$ cat src/hw/rtl/dnsle_pkg.sv
// Shared constants and types for the DNS name label encoder.
// Used by dnsle_ctrl, dnsle_datapath, dns_name_label_encoder and the testbench; no dependencies.
package dnsle_pkg;

  localparam int LABEL_MAX_DEF = 62;
  localparam int CHAR_W        = 8;
  localparam logic [CHAR_W-1:0] DOT_CHAR = 8'h2E;

  // Source of the byte loaded into the output register
  typedef enum logic [1:0] {
    SEL_LEN  = 2'd0,
    SEL_DATA = 2'd1,
    SEL_TERM = 2'd2
  } out_sel_t;

  // Controller to datapath commands
  typedef struct packed {
    logic     store_char;  // buffer the incoming character or flag overflow
    logic     issue_read;  // read the label store at the replay index
    logic     out_load;    // load the output register
    out_sel_t out_sel;
    logic     out_last;
    logic     clear_label; // drop count and overflow flag
  } dp_cmd_t;

  // Datapath to controller status
  typedef struct packed {
    logic in_dot;
    logic in_end;
    logic count_zero;
    logic idx_last;
    logic out_free;
  } dp_sts_t;

endpackage

$ cat src/hw/rtl/dnsle_datapath.sv
// Datapath of the DNS name label encoder: label store, count, replay index
// and output register. Depends on dnsle_pkg; driven by dnsle_ctrl.
module dnsle_datapath #(
  parameter int LABEL_MAX = dnsle_pkg::LABEL_MAX_DEF
) (
  input  logic               clk,
  input  logic               rst,
  input  dnsle_pkg::dp_cmd_t cmd,
  output dnsle_pkg::dp_sts_t sts,
  input  logic [7:0]         s_tdata,  // [7:0] name_char
  input  logic               s_tuser,  // [0] end_of_name
  input  logic               m_tready,
  output logic               m_tvalid,
  output logic [7:0]         m_tdata,  // [7:0] out_byte
  output logic               m_tlast,  // run_last
  output logic               m_tuser   // [0] label_overflow
);
  import dnsle_pkg::*;

  localparam int CNT_W  = $clog2(LABEL_MAX + 1);
  localparam int ADDR_W = (LABEL_MAX > 1) ? $clog2(LABEL_MAX) : 1;

  logic [CHAR_W-1:0] mem [LABEL_MAX];
  logic [CHAR_W-1:0] rd_data;
  logic [CNT_W-1:0]  count;
  logic [CNT_W-1:0]  idx;
  logic              ovf;
  logic              room;
  logic              out_valid;
  logic [7:0]        out_byte;
  logic              out_last;
  logic              out_ovf;

  assign room = (count < CNT_W'(LABEL_MAX));

  always_comb begin
    sts.in_dot     = (s_tdata == DOT_CHAR);
    sts.in_end     = s_tuser;
    sts.count_zero = (count == '0);
    sts.idx_last   = (CNT_W'(idx + 1'b1) == count);
    sts.out_free   = !out_valid || m_tready;
  end

  // Label store: one write port, one registered read port
  always_ff @(posedge clk) begin
    if (cmd.store_char && room) begin
      mem[count[ADDR_W-1:0]] <= s_tdata;
    end
    if (cmd.issue_read) begin
      rd_data <= mem[idx[ADDR_W-1:0]];
    end
  end

  always_ff @(posedge clk) begin
    if (rst) begin
      count <= '0;
      ovf   <= 1'b0;
    end else if (cmd.clear_label) begin
      count <= '0;
      ovf   <= 1'b0;
    end else if (cmd.store_char) begin
      if (room) begin
        count <= CNT_W'(count + 1'b1);
      end else begin
        ovf <= 1'b1;
      end
    end
  end

  // Replay index: restart on the length byte, advance per character sent
  always_ff @(posedge clk) begin
    if (rst) begin
      idx <= '0;
    end else if (cmd.out_load && cmd.out_sel == SEL_LEN) begin
      idx <= '0;
    end else if (cmd.out_load && cmd.out_sel == SEL_DATA) begin
      idx <= CNT_W'(idx + 1'b1);
    end
  end

  always_ff @(posedge clk) begin
    if (rst) begin
      out_valid <= 1'b0;
    end else if (cmd.out_load) begin
      out_valid <= 1'b1;
    end else if (m_tready) begin
      out_valid <= 1'b0;
    end
  end

  always_ff @(posedge clk) begin
    if (cmd.out_load) begin
      out_last <= cmd.out_last;
      unique case (cmd.out_sel)
        SEL_LEN: begin
          out_byte <= 8'(count);
          out_ovf  <= ovf;
        end
        SEL_DATA: begin
          out_byte <= rd_data;
          out_ovf  <= ovf;
        end
        default: begin
          out_byte <= 8'h00;
          out_ovf  <= 1'b0;
        end
      endcase
    end
  end

  assign m_tvalid = out_valid;
  assign m_tdata  = out_byte;
  assign m_tlast  = out_last;
  assign m_tuser  = out_ovf;

endmodule

$ cat src/hw/rtl/dnsle_ctrl.sv
// Controller of the DNS name label encoder: accepts items and sequences the
// length byte, label replay and terminator. Depends on dnsle_pkg.
module dnsle_ctrl (
  input  logic               clk,
  input  logic               rst,
  input  logic               s_tvalid,
  output logic               s_tready,
  output dnsle_pkg::dp_cmd_t cmd,
  input  dnsle_pkg::dp_sts_t sts
);
  import dnsle_pkg::*;

  localparam logic [2:0] S_IDLE = 3'd0;
  localparam logic [2:0] S_LEN  = 3'd1;
  localparam logic [2:0] S_RD   = 3'd2;
  localparam logic [2:0] S_DATA = 3'd3;
  localparam logic [2:0] S_TERM = 3'd4;

  logic [2:0] state;
  logic [2:0] state_next;
  logic       is_end;
  logic       is_end_next;
  logic       accept;

  assign s_tready = (state == S_IDLE);
  assign accept   = s_tvalid && s_tready;

  always_comb begin
    state_next  = state;
    is_end_next = is_end;
    cmd         = '0;
    cmd.out_sel = SEL_LEN;
    unique case (state)
      S_IDLE: begin
        if (accept) begin
          if (sts.in_end || sts.in_dot) begin
            is_end_next = sts.in_end;
            state_next  = S_LEN;
          end else begin
            cmd.store_char = 1'b1;
          end
        end
      end
      S_LEN: begin
        if (sts.out_free) begin
          cmd.out_load = 1'b1;
          cmd.out_sel  = SEL_LEN;
          cmd.out_last = !is_end && sts.count_zero;
          if (sts.count_zero) begin
            cmd.clear_label = 1'b1;
            state_next      = is_end ? S_TERM : S_IDLE;
          end else begin
            state_next = S_RD;
          end
        end
      end
      S_RD: begin
        cmd.issue_read = 1'b1;
        state_next     = S_DATA;
      end
      S_DATA: begin
        if (sts.out_free) begin
          cmd.out_load = 1'b1;
          cmd.out_sel  = SEL_DATA;
          cmd.out_last = !is_end && sts.idx_last;
          if (sts.idx_last) begin
            cmd.clear_label = 1'b1;
            state_next      = is_end ? S_TERM : S_IDLE;
          end else begin
            state_next = S_RD;
          end
        end
      end
      S_TERM: begin
        if (sts.out_free) begin
          cmd.out_load = 1'b1;
          cmd.out_sel  = SEL_TERM;
          cmd.out_last = 1'b1;
          state_next   = S_IDLE;
        end
      end
      default: begin
        state_next = S_IDLE;
      end
    endcase
  end

  always_ff @(posedge clk) begin
    if (rst) begin
      state  <= S_IDLE;
      is_end <= 1'b0;
    end else begin
      state  <= state_next;
      is_end <= is_end_next;
    end
  end

endmodule

$ cat src/hw/rtl/dns_name_label_encoder.sv
// Top level of the DNS name label encoder: controller plus datapath.
// Depends on dnsle_pkg, dnsle_ctrl and dnsle_datapath.
//
// Turns a dotted host name into DNS wire-format labels. Send one character
// per transfer on the slave side with tuser low, then one transfer with tuser
// high to end the name (its tdata is ignored). Ordinary characters are
// buffered and produce nothing; a dot emits the label's length byte followed
// by its characters; the end transfer does the same for the final label and
// then emits a zero byte. tlast marks the final byte caused by one input
// transfer. Empty labels (leading, doubled or trailing dots) give a zero
// length byte. Characters beyond LABEL_MAX in one label are dropped, the
// length byte reports LABEL_MAX, and tuser is high on every byte of that
// label. Timing: character transfers are taken back to back; a dot or end
// transfer holds the input while the length byte, each buffered character and
// (for an end transfer) the terminator are emitted, because each character is
// replayed through the label store's registered read port, with a read step
// and an output load step each. A low tready on a waiting output byte stalls
// the sequence further. The output register lets the last byte wait on tready
// while the next character is taken. No clearing pass after reset.
module dns_name_label_encoder #(
  parameter int LABEL_MAX = dnsle_pkg::LABEL_MAX_DEF  // 1..62
) (
  input  logic       clk,
  input  logic       rst,
  input  logic       s_tvalid,
  output logic       s_tready,
  input  logic [7:0] s_tdata,   // [7:0] name_char
  input  logic       s_tuser,   // [0] end_of_name
  output logic       m_tvalid,
  input  logic       m_tready,
  output logic [7:0] m_tdata,   // [7:0] out_byte
  output logic       m_tlast,   // run_last
  output logic       m_tuser    // [0] label_overflow
);
  import dnsle_pkg::*;

  dp_cmd_t cmd;
  dp_sts_t sts;

  // Sequence acceptance, replay and terminator
  dnsle_ctrl u_ctrl (
    .clk      (clk),
    .rst      (rst),
    .s_tvalid (s_tvalid),
    .s_tready (s_tready),
    .cmd      (cmd),
    .sts      (sts)
  );

  // Hold the label and drive the output register
  dnsle_datapath #(
    .LABEL_MAX (LABEL_MAX)
  ) u_datapath (
    .clk      (clk),
    .rst      (rst),
    .cmd      (cmd),
    .sts      (sts),
    .s_tdata  (s_tdata),
    .s_tuser  (s_tuser),
    .m_tready (m_tready),
    .m_tvalid (m_tvalid),
    .m_tdata  (m_tdata),
    .m_tlast  (m_tlast),
    .m_tuser  (m_tuser)
  );

endmodule

$ cat config.mk
export PLATFORM = sky130hd
export DESIGN_NAME = dns_name_label_encoder
export DESIGN_NICKNAME = d
export VERILOG_FILES = /design/src/hw/rtl/dnsle_pkg.sv /design/src/hw/rtl/dnsle_datapath.sv /design/src/hw/rtl/dnsle_ctrl.sv /design/src/hw/rtl/dns_name_label_encoder.sv
export SDC_FILE = /design/constraint.sdc
export NUM_CORES = 1
export LEC_CHECK = 0
export BUFFER_PORTS_ARGS = -buffer_cell sky130_fd_sc_hd__clkbuf_2
export CORE_UTILIZATION = 40
export CTS_BUF_LIST = sky130_fd_sc_hd__clkbuf_8 sky130_fd_sc_hd__clkbuf_16
export DETAILED_ROUTE_END_ITERATION = 12
export PLACE_DENSITY = 0.64
export SYNTH_ARGS = -nofsm -noshare
export SYNTH_HDL_FRONTEND = slang
export SYNTH_SLANG_ARGS = --single-unit
$ cat constraint.sdc
create_clock -name clk -period 2.4 [get_ports clk]
set_clock_uncertainty 0.1 [all_clocks]
set_input_delay 0.12 -clock clk [delete_from_list [all_inputs] [get_ports clk]]
set_output_delay 0.12 -clock clk [all_outputs]
set_load 0.01 [all_outputs]
* After elaboration in Yosys (flattened, before gate mapping) *
Memories as Yosys holds them, arrays and structs flattened. A register that Yosys moved wholly into a read port is not among the register bits.
Cells that the tools add are included.
Widths: inputs -> output; s select.

word-level totals
  register bits after elaboration = 28
  memory bits (writable) = 496
  input port bits = 13
  memories = 1

operators by class
  add/subtract/negate cells = 2
  magnitude comparators = 1
  eq/ne operators = 12
  multiplexer cells = 25
  bitwise logic cells = 1
  reduce and logical (&&, ||, !) cells = 21

memory list
  memory          depth  bits a word  rd ports  clocked after memory_dff  write ports  RTL line              RTL
  u_datapath.mem  62     8            1         1                         1            dnsle_datapath.sv:23  logic [CHAR_W-1:0] mem [LABEL_MAX];

operator list
  kind                 number
  $mux 3               8
  $pmux 8 s2           1
  $pmux 3 s5           1
  $add 6x1->6 const B  2
  $pmux 4 s3           1
  $mux 1               10
  $mux 5               2
  $ne 2x2->1 const B   5
  $eq 8x6->1 const B   1
  $eq 3x2->1 const B   2
  $eq 6x6->1           1
  $logic_and 1x1->1    6
  $logic_not 6->1      1
  $lt 6x6->1 const B   1
  $reduce_or 2->1      3
  $reduce_and 5->1     1
  $mux 4               1
  $reduce_and 2->1     2
  $eq 3x1->1 const B   1
  $eq 3x3->1 const B   1
  $logic_not 3->1      1
  $reduce_and 3->1     1
  $eq 2x1->1 const B   1
  $logic_not 1->1      2
  5 further kinds      6

* Longest topological paths before layout *
Gate-level depths: netlist of run 1.

  word-level depth = 8
  depth in mapped cells = 9

* Hierarchy *
From an unflattened synthesis of run 1, not the netlist that was laid out.

second synthesis, totals
  cell total of the unflattened synthesis = 1,108
  area total of the unflattened synthesis = 21,254.1 um^2

modules (own cells, without submodules)
  module          times used  cells each  area each (um^2)
  dnsle_datapath  1           1,071       20,946.3
  dnsle_ctrl      1           37          307.8

* Worst setup path after synthesis of run 1 *
OpenSTA, ideal clock, no wires.

  path kind = register to register
  from = reg u_ctrl.state[0]
  to = mem u_datapath.mem[24][0] (enable)
  setup time = 370 ps
  data arrival time = 1,884 ps
  path slack = 45 ps
  cell stages (with the launch flop) = 6
  clock period less this slack = 2,355 ps
  path through = dfxtp_1 -> nor3_1 -> nand2_1 -> nor3b_1 -> nand2_1 -> nor2_1

on the way
  word-level cells in the longest chain between the ends = 7

ends and longest elaborated chain
  item                            RTL line                      RTL
  start, declared                 dnsle_ctrl.sv:19              logic [2:0] state;
  start signal, assigned          dnsle_ctrl.sv:93              state <= state_next;
  $logic_not 3->1 *               dnsle_ctrl.sv:25              assign s_tready = (state == S_IDLE);
  named net s_tready              dns_name_label_encoder.sv:26  output logic s_tready,
  $logic_and 1x1->1               dnsle_ctrl.sv:26              assign accept = s_tvalid && s_tready;
  $mux 1                          dnsle_ctrl.sv:35              if (accept) begin
  $mux 1 *                        dnsle_ctrl.sv:33              unique case (state)
  $logic_and 1x1->1 *             dnsle_datapath.sv:46          if (cmd.store_char && room) begin
  $mux 1 *                        dnsle_datapath.sv:46
  $mux 1 (not written as such) *  dnsle_datapath.sv:47          mem[count[ADDR_W-1:0]] <= s_tdata;
  end, declared                   dnsle_datapath.sv:23

Mark *: on every way through the listed nets, which the timed path passes. The rest lies on a longest branch.

==> results_dict.tcl, run 1 <==
set metrics [dict create \
    port-buffer-count 24 \
    vias 11400 \
    crit_required_ns 2.62 \
    clockRootBuffer "clkbuf_16" \
    io_pins 25 \
    synthFlopType "edfxtp_1" \
    rsz0062_at_grt "true" \
    drive_gt1_share_pct 32.3 \
    cp.arrival_ns 2.60 \
    slew-limit-headroom_pct 43.3 \
    num_rows 84 \
    cts_tree "done" \
    yosysSeqAreaShare_pct 73.5 \
    p_leak_nw 8.24 \
    reg2reg_depth 7 \
    initial_core_util_pct 40.7 \
    r2r-end "u_datapath.rd_data[1]" \
    routabilityCongestion 0.861 \
    drtAntennaViolNets 0 \
    yosys.area_share.simple_pct 4.63 \
    cpPeakStageDelay_ns 0.54 \
    irDropWorstVdd_mv 0.560 \
    setup_viol 0 \
    max_cap_viol_count 0 \
    drv_slew 0 \
    diodes 0 \
    max_freq_mhz 420 \
    synth-adder-area-share_pct 0.175 \
    die_w_um 234 \
    hold_path_class "in -> reg" \
    slowest_stage "mux4_2" \
    postSynth.asyncResetShare_pct 0 \
    htree_levels 2 \
    die_h_um 234 \
    fin_ws_ns 0.0193 \
    critical_path.max_fanout 11 \
    viasPerCell 5.53 \
    r2r-start "u_datapath.idx[0]" \
    grt_max_degree 63 \
    critPathKind "reg -> reg" \
    syn_to_final_growth_pct 19.5 \
    period_needed_ns 2.38 \
    first_pass_iters 11 \
    setup_tns_ns 0 \
    dpl.hpwl_mm 31.9 \
    reg2reg_slack_ns 0.02 \
    crit_buf_inv 2 \
    synthesis.area_sq_um 21500 \
    critPathCapture "u_datapath.rd_data[1]" \
    synth_compound_gate_area_share_pct 4.07 \
    cpMostUsedCell "buf_12" \
    synth_xor_area_share_pct 0.442 \
    critPathTopFamily "multiplexers" \
    status "finished, violations left" \
    grt_antenna_before_repair 1 \
    synth.net_count 1152 \
    crit_path_end_kind "flop" \
    critPathLaunch "u_datapath.idx[0]" \
    synth.area.mux_share_pct 15.2 \
    layout.nets 1349 \
    place_inst 1944 \
    final_cells 2064 \
    worst_pin_slew_ns 0.848 \
    timing_hold_violations_final 0 \
    routedWlPerCell_um 24.4 \
    period_share_pct 99.2 \
    path_depth 7 \
    route.detailed.drc 4 \
    first_iter_violations 1082 \
    grt_pass1_vias 11400 \
    synth.distinct_cells 65 \
    synth_edf_count 514 \
    cts_sinks 532 \
    clk_pin_slew_ns 0.06 \
    dieArea_sq_um 54700 \
    core_area_sq_um 52900 \
    ys.warnings.count 0 \
    globalRouteOverflowTotal 0 \
    grt_usage_pct 18.8 \
    synth_top_family_by_area "multiplexers" \
    worstPathCellList "buf_12 -> buf_12 -> mux4_2 -> mux2_4 -> mux2i_2 -> o2bb2ai_1 -> a21oi_1" \
    clockBufferDepth 3 \
    worst_setup_path_start_kind "flop" \
    synth.avg_cell_area_sq_um 18.9 \
    grt_pass1_wl_mm 74.8 \
    wl_mm 50.3 \
    pre_cts_ws_ns -0.827 \
    finish.utilization_pct 48.6 \
    p_per_area_nw_per_um2 728 \
    violations "design-rule violations" \
    clock_latency_ns 0.59 \
    cts_buffers 54 \
    total_power_mw 18.7 \
    syn_inst 1136 \
    ys_seq_elements 532 \
]
routing by layer:
layer | vias to the layer above | share of wire [%] | global-route usage (%)
met5 | - | 0.026 | 0
met4 | 2 | 2.5 | 5.72
met3 | 82 | 6.4 | 3.66
met2 | 385 | 47 | 28.8
met1 | 5925 | 45 | 27.2
li1 | 5013 | - | -
cell usage in the layout (no fill, tap or decap), types with 7 or more instances in the layout:
cell,n
dlygate4sd3_1,10
mux2i_2,9
clkbuf_16,57
mux4_2,103
o21ai_0,13
nand2b_1,13
mux2i_1,44
nor2b_1,7
nand3_1,14
nor3_1,8
a21oi_1,41
a22oi_1,8
nor2_1,78
mux2_2,15
clkinv_2,7
and2_1,7
clkinv_1,20
buf_12,17
edfxtp_1,514
nand2_1,52
and3_1,7
o22ai_1,9
buf_4,144
clkbuf_2,24
inv_1,17
buf_6,8
dfxtp_1,14
worst register-to-register path, cell delays in order, from the launching register on:
cell and delay, ns:
dfxtp_4 0.38, buf_12 0.18, buf_12 0.18, mux4_2 0.54
mux2_4 0.29, mux2i_2 0.21, o2bb2ai_1 0.14, a21oi_1 0.09
per-stage QoR:
step	hold WS, ns	instance area (sq um)
2_1_floorplan	0.119	21500
4_1_cts	0.0345	25500
5_1_grt	0.0647	25700
3_5_place_dp	0.325	23500
3_3_place_gp	0.308	23500
6_report	0.0727	25700
Yosys cell counts (5+ instances only):
master	count	area, sq um
a211oi_1	7	52.6
a21oi_1	44	220
a22oi_1	8	60.1
a31o_2	6	52.6
and2_1	6	37.5
and3_1	7	43.8
buf_2	23	115
buf_4	7	52.6
buf_6	8	90.1
clkbuf_1	20	75.1
dfxtp_1	18	360
edfxtp_1	514	15400
inv_1	7	26.3
mux2_2	20	225
mux2i_1	58	581
mux4_1	7	184
mux4_2	101	2270
nand2_1	52	195
nand2b_1	13	81.3
nand3_1	14	70.1
nor2_1	79	297
nor2b_1	7	43.8
nor3_1	9	45.0
o21ai_0	13	65.1
o22ai_1	10	62.6
xnor2_1	5	43.8
report_power, final:
part	switching [mW]	total (mW)	internal [mW]
clock	3.37	8.04	4.67
combinational	0.310	0.441	0.131
sequential	0.0130	10.2	10.2
total	3.70	18.7	15.0
registers in the layout, indices dropped and copies added, names as in the netlist:
signal,cells
u_ctrl.state,3
u_datapath.m_tdata,8
u_datapath.rd_data,8
u_datapath.count,6
u_ctrl.is_end,1
u_datapath.m_tlast,1
u_datapath.m_tvalid,1
u_datapath.ovf,1
u_datapath.mem,496
u_datapath.idx,6
u_datapath.m_tuser,1
cells by family (layout without fill, tap and decap cells):
group	count (synthesis)	in the layout
adders and majority gates	3	3
DFF	532	532
and+or+nand+nor	210	210
AOI/OAI and AO/OA	124	124
muxes	186	186
buffers and inverters	71	311
xor gates and xnor gates	10	10
final cells by class:
type	instances	area (sq um)
Multi-Input combinational cell	533	5540
Tap cell	688	861
Clock inverter	42	277
Timing Repair Buffer	205	1760
Fill cell	4327	27200
Sequential cell	532	15800
Inverter	7	26.3
Clock buffer	57	1430
what timing repair did:
item	CTS	global route
endpoints found under the hold margin	32	0
setup endpoints to repair	513	175
buffers inserted	9	2
hold buffers	10	0
pin swaps	4	7
resized for setup	26	42
how the worst min path moves through the flow:
stage                          start                    end  slack (ns)  depth (start not counted)
after floorplan           s_tdata[0]   u_datapath.mem[0][0]        0.12                          0
after global placement       s_tuser          u_ctrl.is_end        0.31                          3
after detailed placement     s_tuser          u_ctrl.is_end        0.33                          3
after CTS                 s_tdata[0]   u_datapath.mem[1][0]        0.03                          2
after global routing      s_tdata[0]  u_datapath.mem[43][0]        0.06                          2
final                     s_tdata[0]   u_datapath.mem[2][0]        0.07                          2
No activity file was read; power rests on OpenSTA's default activity.
==> run 2, diff against run 1 <==
PLACE_DENSITY = not set   (was 0.64)
PLACE_DENSITY_LB_ADDON = 0.1   (was not set)
==> results_dict.tcl, run 2 (synthesis gave the netlist of run 1 again) <==
set metrics [dict create \
    status "finished, violations left" \
    violations "design-rule violations, negative setup slack" \
    final_cell_mix "edfxtp_1, buf_4, mux4_2, nor2_1, clkbuf_16" \
    drtAntennaViolNets 0 \
    routedWlPerCell_um 26.1 \
    htree_levels 2 \
    fillCellCount 4381 \
    layout.nets 1382 \
    irDropWorstVdd_mv 0.592 \
    max_freq_mhz 406 \
    dpl.hpwl_mm 34.5 \
    core_area_sq_um 52900 \
    cts_tree "done" \
    viasPerCell 5.46 \
    clockBufferDepth 3 \
    largest_reg_flops 496 \
    die_h_um 234 \
    clock_latency_ns 0.61 \
    rsz0062_at_grt "true" \
    critPathKind "reg -> reg" \
    hold_path_class "in -> reg" \
    setup_viol 5 \
    first_pass_iters 11 \
    cp.arrival_ns 2.71 \
    port-buffer-count 24 \
    cpPeakStageDelay_ns 0.52 \
    die_w_um 234 \
    period_needed_ns 2.46 \
    wl_mm 54.8 \
    critical_path.max_fanout 8 \
    timing_hold_violations_final 0 \
    drv_slew 0 \
    globalRouteOverflowTotal 0 \
    vias 11500 \
    critPathLaunch "u_datapath.idx[0]" \
    fin_ws_ns -0.0613 \
    cts_buffers 58 \
    slew-limit-headroom_pct 45.3 \
    crit_required_ns 2.64 \
    num_rows 84 \
    clk_pin_slew_ns 0.06 \
    total_power_mw 19.6 \
    route.detailed.drc 8 \
    syn_to_final_growth_pct 23.0 \
    cts_sinks 532 \
    slowest_stage "mux4_2" \
    grt_antenna_before_repair 3 \
    crit_path_end_kind "flop" \
    period_share_pct 103 \
    final_area_sq_um 26400 \
    first_iter_violations 900 \
    io_pins 25 \
    worst_pin_slew_ns 0.818 \
    p_leak_nw 8.56 \
    worst_setup_path_start_kind "flop" \
    routabilityCongestion 0.828 \
    worstPathCellList "buf_12 -> buf_16 -> mux4_2 -> mux2i_2 -> o2111ai_2 -> a2111oi_4 -> a221oi_2" \
    clockRootBuffer "clkbuf_16" \
    grt_pass1_wl_mm 80.4 \
    max_cap_viol_count 0 \
    setup_tns_ns -0.132 \
    drive_gt1_share_pct 36.4 \
    grt_max_degree 63 \
    grt_usage_pct 20.6 \
    placed_area_sq_um 23500 \
    dieArea_sq_um 54700 \
    min_from "s_tdata[3]" \
    grt_pass1_vias 11700 \
    initial_core_util_pct 40.7 \
    final_common_cell "edfxtp_1" \
    p_per_area_nw_per_um2 741 \
    r2r-start "u_datapath.idx[0]" \
]
==> run 2: changes by cell type in the layout (fill, tap and decap cells not counted), moves of 5 or more <==
cell,change
a211oi_2,+5
a21oi_1,-6
buf_12,+7
buf_16,+5
buf_4,+16
inv_1,-5
mux2i_1,-8
mux2i_2,+8
==> run 2: metrics by stage <==
| step | hold slack [ns] | utilization (%) | setup slack (ns) | cells |
|---|---|---|---|---|
| after floorplan | 0.119 | - | 0.0454 | 1136 |
| after CTS | 0.105 | 49.3 | -0.0333 | 2076 |
| after detailed placement | 0.294 | 44.4 | -0.147 | 1942 |
| after global routing | 0.126 | 50.0 | -0.106 | 2099 |
| final | 0.112 | 50.0 | -0.0613 | 2100 |
| after global placement | 0.289 | 44.4 | -0.176 | 1942 |
==> run 2: final timing paths <==
path	endpoint	cells after the start	slack [ns]
min reg2reg	u_datapath.ovf	2	0.45
max reg2reg	u_datapath.rd_data[7]	7	-0.06
max	u_datapath.rd_data[7]	7	-0.06
min	u_datapath.mem[15][3]	2	0.11
==> run 2: power breakdown <==
part,internal (mW),switching (mW),leakage (nW)
Sequential,10.2,0.0138,4.77
Combinational,0.138,0.322,2.83
Clock,5.29,3.62,0.948
==> run 2: final cells by class <==
type | instances | area, sq um | share of cell area [%]
clock buffers | 59 | 1480 | 5.58
repair buffers | 234 | 2200 | 8.32
inverters | 7 | 26.3 | 0.0994
diodes | 1 | 2.50 | 0.00946
clock inverters | 46 | 423 | 1.60
multi-input cells | 533 | 5640 | 21.3
flip-flops and latches | 532 | 15800 | 59.8
well taps | 688 | 861 | 3.26
==> run 2: metal layers <==
metal / track usage, % / vias up / part of all wire, %
li1: - / 5076 / -
met2: 31.4 / 290 / 46
met3: 3.90 / 71 / 5.1
met1: 30.1 / 6022 / 47
met4: 5.76 / 0 / 2.6
met5: 0 / - / 0
==> run 2: critical path: cells and delay by family (launching register included) <==
kind                   cells  cell delay, ns
AO/OA/AOI/OAI              3            0.72
buffers and inverters      2            0.27
flip-flops                 1            0.38
multiplexers               2            0.71
==> run 2: repair_timing <==
action,4_1_cts,5_1_grt
buffers inserted,17,25
setup endpoints to repair,6,113
hold buffers,8,0
cloned,4,1
endpoints found under the hold margin,21,0
gates resized for setup,50,51
pin swaps,12,14
